<file path="src/rtl/tbjse_pkg.sv">
package tbjse_pkg;

    // Default bound of the container stack.
    localparam int DEF_STACK_DEPTH = 16;

    // Request codes carried in req_type.
    typedef enum logic [3:0] {
        REQ_START  = 4'd0,
        REQ_NULL   = 4'd1,
        REQ_BOOL   = 4'd2,
        REQ_INT    = 4'd3,
        REQ_STRING = 4'd4,
        REQ_KEY    = 4'd5,
        REQ_TEXT   = 4'd6,
        REQ_OBJECT = 4'd7,
        REQ_ARRAY  = 4'd8,
        REQ_POP    = 4'd9,
        REQ_UUID   = 4'd10,
        REQ_TIME   = 4'd11,
        REQ_FINISH = 4'd12
    } req_code_t;

    // Status codes carried in each result.
    typedef enum logic [1:0] {
        ST_OK          = 2'd0,
        ST_TOO_DEEP    = 2'd1,
        ST_NOTHING_POP = 2'd2,
        ST_KEY_OUTSIDE = 2'd3
    } status_code_t;

    // Sequencer states.
    typedef enum logic [1:0] {
        S_IDLE  = 2'd0,
        S_HEAD  = 2'd1,
        S_DATA  = 2'd2,
        S_CLOSE = 2'd3
    } seq_state_t;

    // Tag bytes of the encoding.
    localparam logic [7:0] TAG_NULL  = 8'h5A; // Z
    localparam logic [7:0] TAG_TRUE  = 8'h74; // t
    localparam logic [7:0] TAG_FALSE = 8'h66; // f
    localparam logic [7:0] TAG_INT1  = 8'h69; // i
    localparam logic [7:0] TAG_INT2  = 8'h6A; // j
    localparam logic [7:0] TAG_INT4  = 8'h6B; // k
    localparam logic [7:0] TAG_INT8  = 8'h49; // I
    localparam logic [7:0] TAG_STR1  = 8'h73; // s
    localparam logic [7:0] TAG_STR2  = 8'h53; // S
    localparam logic [7:0] TAG_STR4  = 8'h42; // B
    localparam logic [7:0] TAG_UUID  = 8'h75; // u
    localparam logic [7:0] TAG_TIME  = 8'h54; // T
    localparam logic [7:0] TAG_OBEG  = 8'h7B; // {
    localparam logic [7:0] TAG_OEND  = 8'h7D; // }
    localparam logic [7:0] TAG_ABEG  = 8'h5B; // [
    localparam logic [7:0] TAG_AEND  = 8'h5D; // ]

    // One input token.
    typedef struct packed {
        logic [3:0]         req_type;
        logic signed [63:0] value;
        logic [63:0]        value_low;
        logic               flag_value;
        logic [31:0]        text_len;
        logic [7:0]         text_byte;
    } token_t;

    // One result item.
    typedef struct packed {
        logic [7:0]  out_byte;
        logic        byte_valid;
        logic        last;
        logic [1:0]  status;
        logic [31:0] body_length;
    } result_t;

    // Stack operations requested by the sequencer.
    typedef struct packed {
        logic push;
        logic push_kind;
        logic pop;
        logic clear;
    } stk_cmd_t;

    // Stack condition seen by the sequencer.
    typedef struct packed {
        logic empty;
        logic full;
        logic one;
        logic top_kind;
    } stk_stat_t;

endpackage

</file>
<file path="src/rtl/tbjse_stack.sv">
module tbjse_stack #(
    parameter int STACK_DEPTH = tbjse_pkg::DEF_STACK_DEPTH
) (
    input  logic                 clk,
    input  logic                 rst_n,
    input  tbjse_pkg::stk_cmd_t  cmd,
    output tbjse_pkg::stk_stat_t stat
);
    import tbjse_pkg::*;

    localparam int DW = $clog2(STACK_DEPTH + 1);
    localparam int IW = (STACK_DEPTH > 1) ? $clog2(STACK_DEPTH) : 1;

    logic [STACK_DEPTH-1:0] kind_reg;
    logic [DW-1:0]          depth_reg;
    logic [DW-1:0]          depth_next;
    logic [DW-1:0]          top_pos;
    logic [IW-1:0]          top_idx;
    logic [IW-1:0]          push_idx;

    assign top_pos  = depth_reg - DW'(1);
    assign top_idx  = top_pos[IW-1:0];
    assign push_idx = depth_reg[IW-1:0];

    // Condition flags for the sequencer; an empty stack reports an array on top.
    always_comb
    begin
        stat.empty    = (depth_reg == '0);
        stat.full     = (depth_reg == DW'(STACK_DEPTH));
        stat.one      = (depth_reg == DW'(1));
        stat.top_kind = (depth_reg != '0) && kind_reg[top_idx];
    end

    // Depth update: clear wins, then push or pop.
    always_comb
    begin
        depth_next = depth_reg;
        if (cmd.clear)
        begin
            depth_next = '0;
        end
        else if (cmd.push)
        begin
            depth_next = depth_reg + DW'(1);
        end
        else if (cmd.pop)
        begin
            depth_next = top_pos;
        end
    end

    always_ff @(posedge clk or negedge rst_n)
    begin
        if (!rst_n)
        begin
            depth_reg <= '0;
        end
        else
        begin
            depth_reg <= depth_next;
        end
    end

    // Container kinds, one bit per level: 1 object, 0 array.
    always_ff @(posedge clk or negedge rst_n)
    begin
        if (!rst_n)
        begin
            kind_reg <= '0;
        end
        else if (cmd.push && !cmd.clear)
        begin
            kind_reg[push_idx] <= cmd.push_kind;
        end
    end

endmodule

</file>
<file path="src/rtl/tbjse_seq.sv">
module tbjse_seq (
    input  logic                 clk,
    input  logic                 rst_n,
    input  logic                 token_valid,
    output logic                 token_ready,
    input  tbjse_pkg::token_t    token,
    output logic                 result_valid,
    input  logic                 result_ready,
    output tbjse_pkg::result_t   result,
    output tbjse_pkg::stk_cmd_t  stk_cmd,
    input  tbjse_pkg::stk_stat_t stk_stat
);
    import tbjse_pkg::*;

    seq_state_t   state_reg, state_next;
    logic [7:0]   head_byte_reg, head_byte_next;
    logic         head_valid_reg, head_valid_next;
    logic [1:0]   head_status_reg, head_status_next;
    logic [4:0]   cnt_reg, cnt_next;
    logic [127:0] shift_reg, shift_next;
    logic [31:0]  count_reg, count_next;
    result_t      res_reg, res_next;
    logic         res_valid_reg, res_valid_next;

    logic         accept;
    logic         out_free;
    logic         int_fits1, int_fits2, int_fits4;
    logic         len_fits1, len_fits2;
    logic [7:0]   int_tag, len_tag;
    logic [4:0]   int_cnt, len_cnt;
    logic [127:0] int_shift, len_shift;
    logic [31:0]  count_inc;

    assign token_ready  = (state_reg == S_IDLE);
    assign accept       = token_valid && token_ready;
    assign out_free     = !res_valid_reg || result_ready;
    assign result_valid = res_valid_reg;
    assign result       = res_reg;
    assign count_inc    = count_reg + 32'd1;

    // Integer size pick: the upper bits must all copy the sign bit.
    assign int_fits1 = (&token.value[63:7])  || !(|token.value[63:7]);
    assign int_fits2 = (&token.value[63:15]) || !(|token.value[63:15]);
    assign int_fits4 = (&token.value[63:31]) || !(|token.value[63:31]);

    always_comb
    begin
        if (int_fits1)
        begin
            int_tag   = TAG_INT1;
            int_cnt   = 5'd1;
            int_shift = {token.value[7:0], 120'h0};
        end
        else if (int_fits2)
        begin
            int_tag   = TAG_INT2;
            int_cnt   = 5'd2;
            int_shift = {token.value[15:0], 112'h0};
        end
        else if (int_fits4)
        begin
            int_tag   = TAG_INT4;
            int_cnt   = 5'd4;
            int_shift = {token.value[31:0], 96'h0};
        end
        else
        begin
            int_tag   = TAG_INT8;
            int_cnt   = 5'd8;
            int_shift = {token.value, 64'h0};
        end
    end

    // Length form pick for string and key headers.
    assign len_fits1 = !(|token.text_len[31:7]);
    assign len_fits2 = !(|token.text_len[31:15]);

    always_comb
    begin
        if (len_fits1)
        begin
            len_tag   = TAG_STR1;
            len_cnt   = 5'd1;
            len_shift = {token.text_len[7:0], 120'h0};
        end
        else if (len_fits2)
        begin
            len_tag   = TAG_STR2;
            len_cnt   = 5'd2;
            len_shift = {token.text_len[15:0], 112'h0};
        end
        else
        begin
            len_tag   = TAG_STR4;
            len_cnt   = 5'd4;
            len_shift = {token.text_len, 96'h0};
        end
    end

    // Next state, decode of an accepted request, and result generation.
    always_comb
    begin
        state_next       = state_reg;
        head_byte_next   = head_byte_reg;
        head_valid_next  = head_valid_reg;
        head_status_next = head_status_reg;
        cnt_next         = cnt_reg;
        shift_next       = shift_reg;
        count_next       = count_reg;
        res_next         = res_reg;
        res_valid_next   = res_valid_reg && !result_ready;
        stk_cmd          = '0;

        case (state_reg)
            S_IDLE:
            begin
                if (accept)
                begin
                    // By default a request gives a single byte with an ok status.
                    head_byte_next   = 8'h00;
                    head_valid_next  = 1'b1;
                    head_status_next = ST_OK;
                    cnt_next         = 5'd0;
                    state_next       = S_HEAD;
                    case (req_code_t'(token.req_type))
                        REQ_START:
                        begin
                            head_valid_next = 1'b0;
                            stk_cmd.clear   = 1'b1;
                            count_next      = 32'd0;
                        end
                        REQ_NULL:
                        begin
                            head_byte_next = TAG_NULL;
                        end
                        REQ_BOOL:
                        begin
                            head_byte_next = token.flag_value ? TAG_TRUE : TAG_FALSE;
                        end
                        REQ_INT:
                        begin
                            head_byte_next = int_tag;
                            cnt_next       = int_cnt;
                            shift_next     = int_shift;
                        end
                        REQ_STRING:
                        begin
                            head_byte_next = len_tag;
                            cnt_next       = len_cnt;
                            shift_next     = len_shift;
                        end
                        REQ_KEY:
                        begin
                            if (!stk_stat.top_kind)
                            begin
                                head_valid_next  = 1'b0;
                                head_status_next = ST_KEY_OUTSIDE;
                            end
                            else
                            begin
                                head_byte_next = len_tag;
                                cnt_next       = len_cnt;
                                shift_next     = len_shift;
                            end
                        end
                        REQ_TEXT:
                        begin
                            head_byte_next = token.text_byte;
                        end
                        REQ_OBJECT, REQ_ARRAY:
                        begin
                            if (stk_stat.full)
                            begin
                                head_valid_next  = 1'b0;
                                head_status_next = ST_TOO_DEEP;
                            end
                            else
                            begin
                                stk_cmd.push      = 1'b1;
                                stk_cmd.push_kind = (token.req_type == REQ_OBJECT);
                                head_byte_next    = (token.req_type == REQ_OBJECT) ?
                                                    TAG_OBEG : TAG_ABEG;
                            end
                        end
                        REQ_POP:
                        begin
                            if (stk_stat.empty)
                            begin
                                head_valid_next  = 1'b0;
                                head_status_next = ST_NOTHING_POP;
                            end
                            else
                            begin
                                stk_cmd.pop    = 1'b1;
                                head_byte_next = stk_stat.top_kind ? TAG_OEND : TAG_AEND;
                            end
                        end
                        REQ_UUID:
                        begin
                            head_byte_next = TAG_UUID;
                            cnt_next       = 5'd16;
                            shift_next     = {token.value, token.value_low};
                        end
                        REQ_TIME:
                        begin
                            head_byte_next = TAG_TIME;
                            cnt_next       = 5'd8;
                            shift_next     = {token.value, 64'h0};
                        end
                        REQ_FINISH:
                        begin
                            if (stk_stat.empty)
                            begin
                                head_valid_next = 1'b0;
                            end
                            else
                            begin
                                state_next = S_CLOSE;
                            end
                        end
                        default:
                        begin
                            head_valid_next = 1'b0;
                        end
                    endcase
                end
            end

            S_HEAD:
            begin
                // First result: a tag or content byte, or status alone.
                if (out_free)
                begin
                    res_valid_next       = 1'b1;
                    res_next.out_byte    = head_valid_reg ? head_byte_reg : 8'h00;
                    res_next.byte_valid  = head_valid_reg;
                    res_next.last        = (cnt_reg == 5'd0);
                    res_next.status      = head_status_reg;
                    res_next.body_length = head_valid_reg ? count_inc : count_reg;
                    if (head_valid_reg)
                    begin
                        count_next = count_inc;
                    end
                    state_next = (cnt_reg == 5'd0) ? S_IDLE : S_DATA;
                end
            end

            S_DATA:
            begin
                // Big-endian payload, one byte off the top of the shift register.
                if (out_free)
                begin
                    res_valid_next       = 1'b1;
                    res_next.out_byte    = shift_reg[127:120];
                    res_next.byte_valid  = 1'b1;
                    res_next.last        = (cnt_reg == 5'd1);
                    res_next.status      = ST_OK;
                    res_next.body_length = count_inc;
                    count_next           = count_inc;
                    shift_next           = {shift_reg[119:0], 8'h00};
                    cnt_next             = cnt_reg - 5'd1;
                    if (cnt_reg == 5'd1)
                    begin
                        state_next = S_IDLE;
                    end
                end
            end

            S_CLOSE:
            begin
                // Finish: close the innermost open level each step.
                if (out_free)
                begin
                    stk_cmd.pop          = 1'b1;
                    res_valid_next       = 1'b1;
                    res_next.out_byte    = stk_stat.top_kind ? TAG_OEND : TAG_AEND;
                    res_next.byte_valid  = 1'b1;
                    res_next.last        = stk_stat.one;
                    res_next.status      = ST_OK;
                    res_next.body_length = count_inc;
                    count_next           = count_inc;
                    if (stk_stat.one)
                    begin
                        state_next = S_IDLE;
                    end
                end
            end

            default:
            begin
                state_next = S_IDLE;
            end
        endcase
    end

    // Control registers.
    always_ff @(posedge clk or negedge rst_n)
    begin
        if (!rst_n)
        begin
            state_reg     <= S_IDLE;
            res_valid_reg <= 1'b0;
            count_reg     <= 32'd0;
            cnt_reg       <= 5'd0;
        end
        else
        begin
            state_reg     <= state_next;
            res_valid_reg <= res_valid_next;
            count_reg     <= count_next;
            cnt_reg       <= cnt_next;
        end
    end

    // Payload registers.
    always_ff @(posedge clk)
    begin
        head_byte_reg   <= head_byte_next;
        head_valid_reg  <= head_valid_next;
        head_status_reg <= head_status_next;
        shift_reg       <= shift_next;
        res_reg         <= res_next;
    end

endmodule

</file>
<file path="src/rtl/tagged_binary_json_stream_encoder_top.sv">
// An accepted request is registered and moves to S_HEAD, or S_CLOSE for a finish with open
// levels; its first result is then registered in the output register once it is free. A
// request gives N results (N is 1 to 17, up to STACK_DEPTH for finish), one per cycle unless
// stalled. token_ready returns once the last result of a request sits in the output register.
// Reset (rst_n low, asynchronous) empties the container stack and zeroes the byte count.
module tagged_binary_json_stream_encoder_top #(
    parameter int STACK_DEPTH = tbjse_pkg::DEF_STACK_DEPTH
) (
    input  logic               clk,
    input  logic               rst_n,
    input  logic               token_valid,
    output logic               token_ready,
    input  tbjse_pkg::token_t  token,
    output logic               result_valid,
    input  logic               result_ready,
    output tbjse_pkg::result_t result
);
    import tbjse_pkg::*;

    stk_cmd_t  stk_cmd;
    stk_stat_t stk_stat;

    // Byte sequencer with the shared shift register.
    tbjse_seq u_seq (
        .clk          (clk),
        .rst_n        (rst_n),
        .token_valid  (token_valid),
        .token_ready  (token_ready),
        .token        (token),
        .result_valid (result_valid),
        .result_ready (result_ready),
        .result       (result),
        .stk_cmd      (stk_cmd),
        .stk_stat     (stk_stat)
    );

    // Stack of open containers.
    tbjse_stack #(
        .STACK_DEPTH (STACK_DEPTH)
    ) u_stack (
        .clk   (clk),
        .rst_n (rst_n),
        .cmd   (stk_cmd),
        .stat  (stk_stat)
    );

    // The stack is never pushed past its bound.
    assert property (@(posedge clk) disable iff (!rst_n)
        stk_cmd.push |-> !stk_stat.full)
    else $error("stack push while full");

    // The stack is never popped when empty.
    assert property (@(posedge clk) disable iff (!rst_n)
        stk_cmd.pop |-> !stk_stat.empty)
    else $error("stack pop while empty");

    // A request is never accepted back to back: acceptance takes token_ready low.
    assert property (@(posedge clk) disable iff (!rst_n)
        (token_valid && token_ready) |=> !token_ready)
    else $error("request accepted back to back");

    // A result that carries a byte always reports ok status.
    assert property (@(posedge clk) disable iff (!rst_n)
        (result_valid && result.byte_valid) |-> (result.status == ST_OK))
    else $error("byte result with error status");

endmodule

</file>
<file path="config.mk">
export PLATFORM = sky130hd
export DESIGN_NAME = tagged_binary_json_stream_encoder_top
export DESIGN_NICKNAME = d
export VERILOG_FILES = /design/src/rtl/tbjse_pkg.sv /design/src/rtl/tbjse_stack.sv /design/src/rtl/tbjse_seq.sv /design/src/rtl/tagged_binary_json_stream_encoder_top.sv
export SDC_FILE = /design/constraint.sdc
export NUM_CORES = 1
export LEC_CHECK = 0
export BUFFER_PORTS_ARGS = -buffer_cell sky130_fd_sc_hd__buf_2
export CORE_MARGIN = 2
export CORE_UTILIZATION = 55
export DETAILED_ROUTE_END_ITERATION = 12
export PLACE_DENSITY = 0.78
export SLEW_MARGIN = 30
export SYNTH_ARGS = -nofsm -noshare
export SYNTH_HDL_FRONTEND = slang
export SYNTH_HIERARCHICAL = 1
export SYNTH_SLANG_ARGS = --single-unit
</file>
<file path="constraint.sdc">
create_clock -name clk -period 11.2 [get_ports clk]
set_input_delay 0.56 -clock clk [delete_from_list [all_inputs] [get_ports clk]]
set_output_delay 0.56 -clock clk [all_outputs]
set_load 0.01 [all_outputs]
</file>
Yosys cells after proc, flatten, opt, wreduce, memory -nomap -nowiden. Index checks and enable logic that the tools add are counted.

Register bits after elaboration: 244. Bits in latches: 0. Input port bits: 177. Memory bits (writable): 0. ROM bits: 0. Memories kept: 0. Word-level logic and storage cells: 172. Output and inout bits: 46.

Div/mod/pow operators: 0. Shifts and indexed selects: 0. Mux-type cells: 80. $lt $le $gt $ge: 3. Bitwise operators: 0. Reduce and logical (&&, ||, !) cells: 42. Multiply operators: 0. Equality and inequality tests: 28. Add/subtract/negate cells: 4.

Operator list (number): $mux 128 (8); $pmux 128 s5 (1); $pmux 128 s2 (1); $mux 32 (5); $mux 44 (3); $pmux 44 s3 (1); $pmux 32 s3 (1); $pmux 8 s10 (1); $reduce_and 57->1 (1); $reduce_or 57->1 (1); $mux 8 (7); $mux 5 (11); $reduce_and 49->1 (1); $reduce_or 49->1 (1); $reduce_and 33->1 (1); $reduce_or 33->1 (1); $add 32x1->32 const B (1); $mux 2 (14); $pmux 5 s5 (1); $reduce_or 25->1 (1); $eq 4x4->1 const B (5); $mux 6 (3); $reduce_or 17->1 (1); $bwmux 16 (1); other kinds (42) (85).

Longest topological paths before layout.
Depth after elaboration: 9. Mapped depth: 12. Depth with buffers taken out: 11.

Modules after synthesis. The synthesis kept the hierarchy.

By module, submodules not included: tbjse_seq (cells an instance 1108, seq. area each 6496.2 um^2, area an instance 12064.1 um^2, times used 1); tbjse_stack (cells an instance 109, seq. area each 525.5 um^2, area an instance 1206.2 um^2, times used 1).

Least setup slack after synthesis. OpenSTA, ideal clock, no wires.

Kind: reg-to-reg. Start: register u_stack.depth_reg[0]. End: register u_seq.shift_reg[0], enable pin. Buffers on the path: 1. Setup slack: 1.818 ns. Library setup time: 0.691 ns. Arrival time: 8.691 ns. Stages on the path, launching flop included: 9. Clock period less this slack: 9.382 ns. Required time: 10.509 ns. Cells stage by stage: dfrtp_1 -> buf_6 -> inv_1 -> ha_1 -> mux4_2 -> mux2i_1 -> o22ai_1 -> o21ai_0 -> a31oi_1.

RTL lines: from (decl) (line tbjse_stack.sv:15) `logic [DW-1:0] depth_reg;`; from (signal assigned) (line tbjse_stack.sv:60) `depth_reg <= depth_next;`; to (signal assigned) (line tbjse_seq.sv:321) `shift_reg <= shift_next;`; to (decl) (line tbjse_seq.sv:20) `logic [127:0] shift_reg, shift_next;`.

Worst setup path after layout.
Start: register u_seq.state_reg[0]. End: register u_seq.shift_reg[96], enable pin.

Cells in the longest elaborated chain, start to end: 4. Elaborated cells between the ends (all ways): 9. Classes of those cells: eq/ne: 5; reduce/logical: 4.

RTL lines: from (decl) (line tbjse_seq.sv:15) `seq_state_t state_reg, state_next;`; from (signal assigned) (line tbjse_seq.sv:308) `state_reg <= state_next;`; $logic_not 2->1 (line tbjse_seq.sv:34, tbjse_seq.sv:114); $logic_and 1x1->1 (line tbjse_seq.sv:35) `assign accept = token_valid && token_ready;`; $ne 2x2->1 (no source line); $reduce_and 5->1 (no source line) (*).

Mark *: on every way between the ends. The rest lies on a longest branch, timed or not. A chain may end at the register's enable or synchronous reset.

==> flow_summary.yaml <==
timing:
  finClkSkew_ns: 0.0105
  setup_tns_ns: 0
  min_period_ns: 4.34
  fin_crit_sh_pct: 38.7
  slew_headroom_pct: 36.2
  finalHoldViolations: 0
  setup_violations: 0
  rsz0062_at_grt: "false"
  clock.fmax_mhz: 230
  tightestPinTransition_ns: 0.957
  drv_slew: 0
  setup_ws_ns: 6.86
floorplanning:
  io_pins: 223
  die_w_um: 159
  core_mm2: 0.0236
  die_y_um: 159
  dieArea_mm2: 0.0254
  start_util_pct: 56.2
  rows: 56
cts:
  cts_num_sinks: 244
  clk_pin_slew_worst_paths_ns: 0.06
  clock_latency_ns: 0.53
  post-cts-setup-buffer-count: 0
  clk_path_buf_depth: 3
  cts_root_buf: "clkbuf_16"
  hold_buffers: 0
  h-tree-depth: 1
  numCtsBuffers: 26
  cts_tree: "yes"
  cts_resized: 0
power:
  ir_drop_mv: 0.186
  cellLeakagePower_nw: 6.14
  power_density_mw_per_mm2: 244
  totalPowerFinal_mw: 3.80
yosys:
  synth-seq-area-share_pct: 52.9
  synth_top_area_share_pct: 41.4
  yosysMostFrequentCell: "edfxtp_1"
  synth_ff_type: "edfxtp_1"
  synth_common_cells: "183 x edfxtp_1, 99 x a22o_1, 96 x nand2_1, 83 x nor2_1, 72 x o21ai_0"
  synth_edf_count: 183
  synth_area_per_cell_um2: 10.9
  syn_inst: 1217
  synthTopCellsByArea: "edfxtp_1 41%, dfrtp_1 12%, a22o_1 6.5%"
  synth_warnings: 6
  ys_seq_elements: 244
  async_flop_share_pct: 25.0
  synthDistinctLibCells: 75
  synth_nets: 1405
  synth.largest_area_cell: "edfxtp_1"
  synth_area_mm2: 0.0133
routing:
  ant_nets: 0
  viasPerCell: 6.60
  totalWireLength_mm: 39.0
  first_pass_iters: 6
  vias: 11400
  drc_errors: 0
  drt_iter0_drc: 1419
  post_drt_wl_per_cell_um: 22.5
setup_path:
  path_max_fanout: 103
  cp.required_ns: 11.35
  startpoint_type: "flip-flop"
  crit_top_cell: "buf_6"
  slowest_stage: "ha_4"
  worstPathCellList: "inv_1, ha_4, buf_6, mux2i_1, a21o_1, a31oi_4, buf_4, buf_6"
  worst_ep_arrival_time_ns: 4.49
  worst-setup-path-type: "flip-flop to flip-flop"
  endpoint_kind: "flip-flop"
  cp_slowest_stage_delay_ns: 0.71
grt:
  grt_max_degree: 104
  grt_overflow: 0
  grt_antenna_before_repair: 0
  grt_pass1_wl_mm: 59.7
  grt_pass1_vias: 10500
  grtUsageTotal_pct: 29.6
place:
  port-buffer-count: 222
  hpwlAfterDp_mm: 26.9
  dp.cells: 1685
  gp_congestion: 0.992
  post-place-ws_ns: 6.66
final_layout:
  antenna_cells: 0
  layout-drive-gt1-share_pct: 24.3
  syn2layout_area_growth_pct: 17.1
  fin_nets: 1582
  instances_no_fill: 1733
  largest_register_ffs: 128
run:
  max_cap_viol_count: 0
hold_path:
  hold_class: "input port to asynchronous set/reset pin"
outcome:
  status: "finished, final reports clean"
-- layout make-up --
type,instances,area [um^2]
tap,319,399
clock inverter,10,183
fill,1883,8080
sequential,244,7020
inverter,40,150
clock buffer,38,777
multi-input combinational,846,5770
timing repair buffer,236,1230
-- routing by layer --
metal,GRT usage (%),wire length (um)
met5,0,0
met4,9.09,1160
met3,6.04,4240
met2,45.1,17700
met1,43.1,15900
-- through the flow --
stage,util (%),hold slack (ns),cell area [um^2]
after floorplan,-,0.264,13300
after global placement,61.5,0.485,14500
after detailed placement,61.7,0.497,14600
after CTS,65.7,0.228,15500
after global routing,65.8,0.268,15500
final,65.8,0.210,15500
-- worst max-delay path, delay by kind of cell, from the launching register on --
family	cells	cell delay (ns)
muxes	1	0.25
DFF	1	0.41
AOI/OAI and AO/OA	2	0.43
adders and majority gates	1	0.71
buffers and inverters	4	1.98
-- power breakdown --
group	internal, mW	switching, mW
logic	0.434	0.816
registers	1.46	0.137
clock network	0.595	0.352
-- cell families after synthesis --
group | after synthesis | synth area share (%)
compound gates | 383 | 21.9
xor+xnor | 38 | 2.56
fa+ha+maj | 11 | 1.04
buf+inv | 127 | 4.03
flops | 244 | 52.9
mux | 25 | 2.42
simple gates | 389 | 15.2
-- path summary, 6_finish.rpt --
path | start | end | slack (ns) | depth (start not counted)
worst max-delay path | u_seq/state_reg[0] | u_seq/shift_reg[96] | 6.86 | 8
worst min-delay path | rst_n | u_stack/kind_reg[4] | 0.21 | 2
worst max register to register | u_seq/state_reg[0] | u_seq/shift_reg[96] | 6.86 | 8
worst min register to register | u_stack/kind_reg[8] | u_stack/kind_reg[8] | 0.51 | 1
max in group asynchronous | rst_n | u_seq/count_reg[12] | 10.46 | 2
min in group clk | token[42] | u_seq/shift_reg[1] | 0.31 | 2
-- cell usage in the layout (no fill, tap or decap), drive strengths merged, types with 11 or more instances in the layout --
cell,instances
and3,16
a221oi,19
a31oi,32
buf,236
nand4,29
nand3,38
nand2,103
o31ai,21
inv,39
o21ai,76
mux2,17
ha,11
edfxtp,183
clkbuf,38
a22o,99
nor3,27
dfrtp,61
and2,22
xor2,16
nor4,29
a21oi,30
nor2,84
a22oi,25
nand2b,11
xnor2,22
a221o,19
Note: power is estimated with default switching activity, not from simulation.
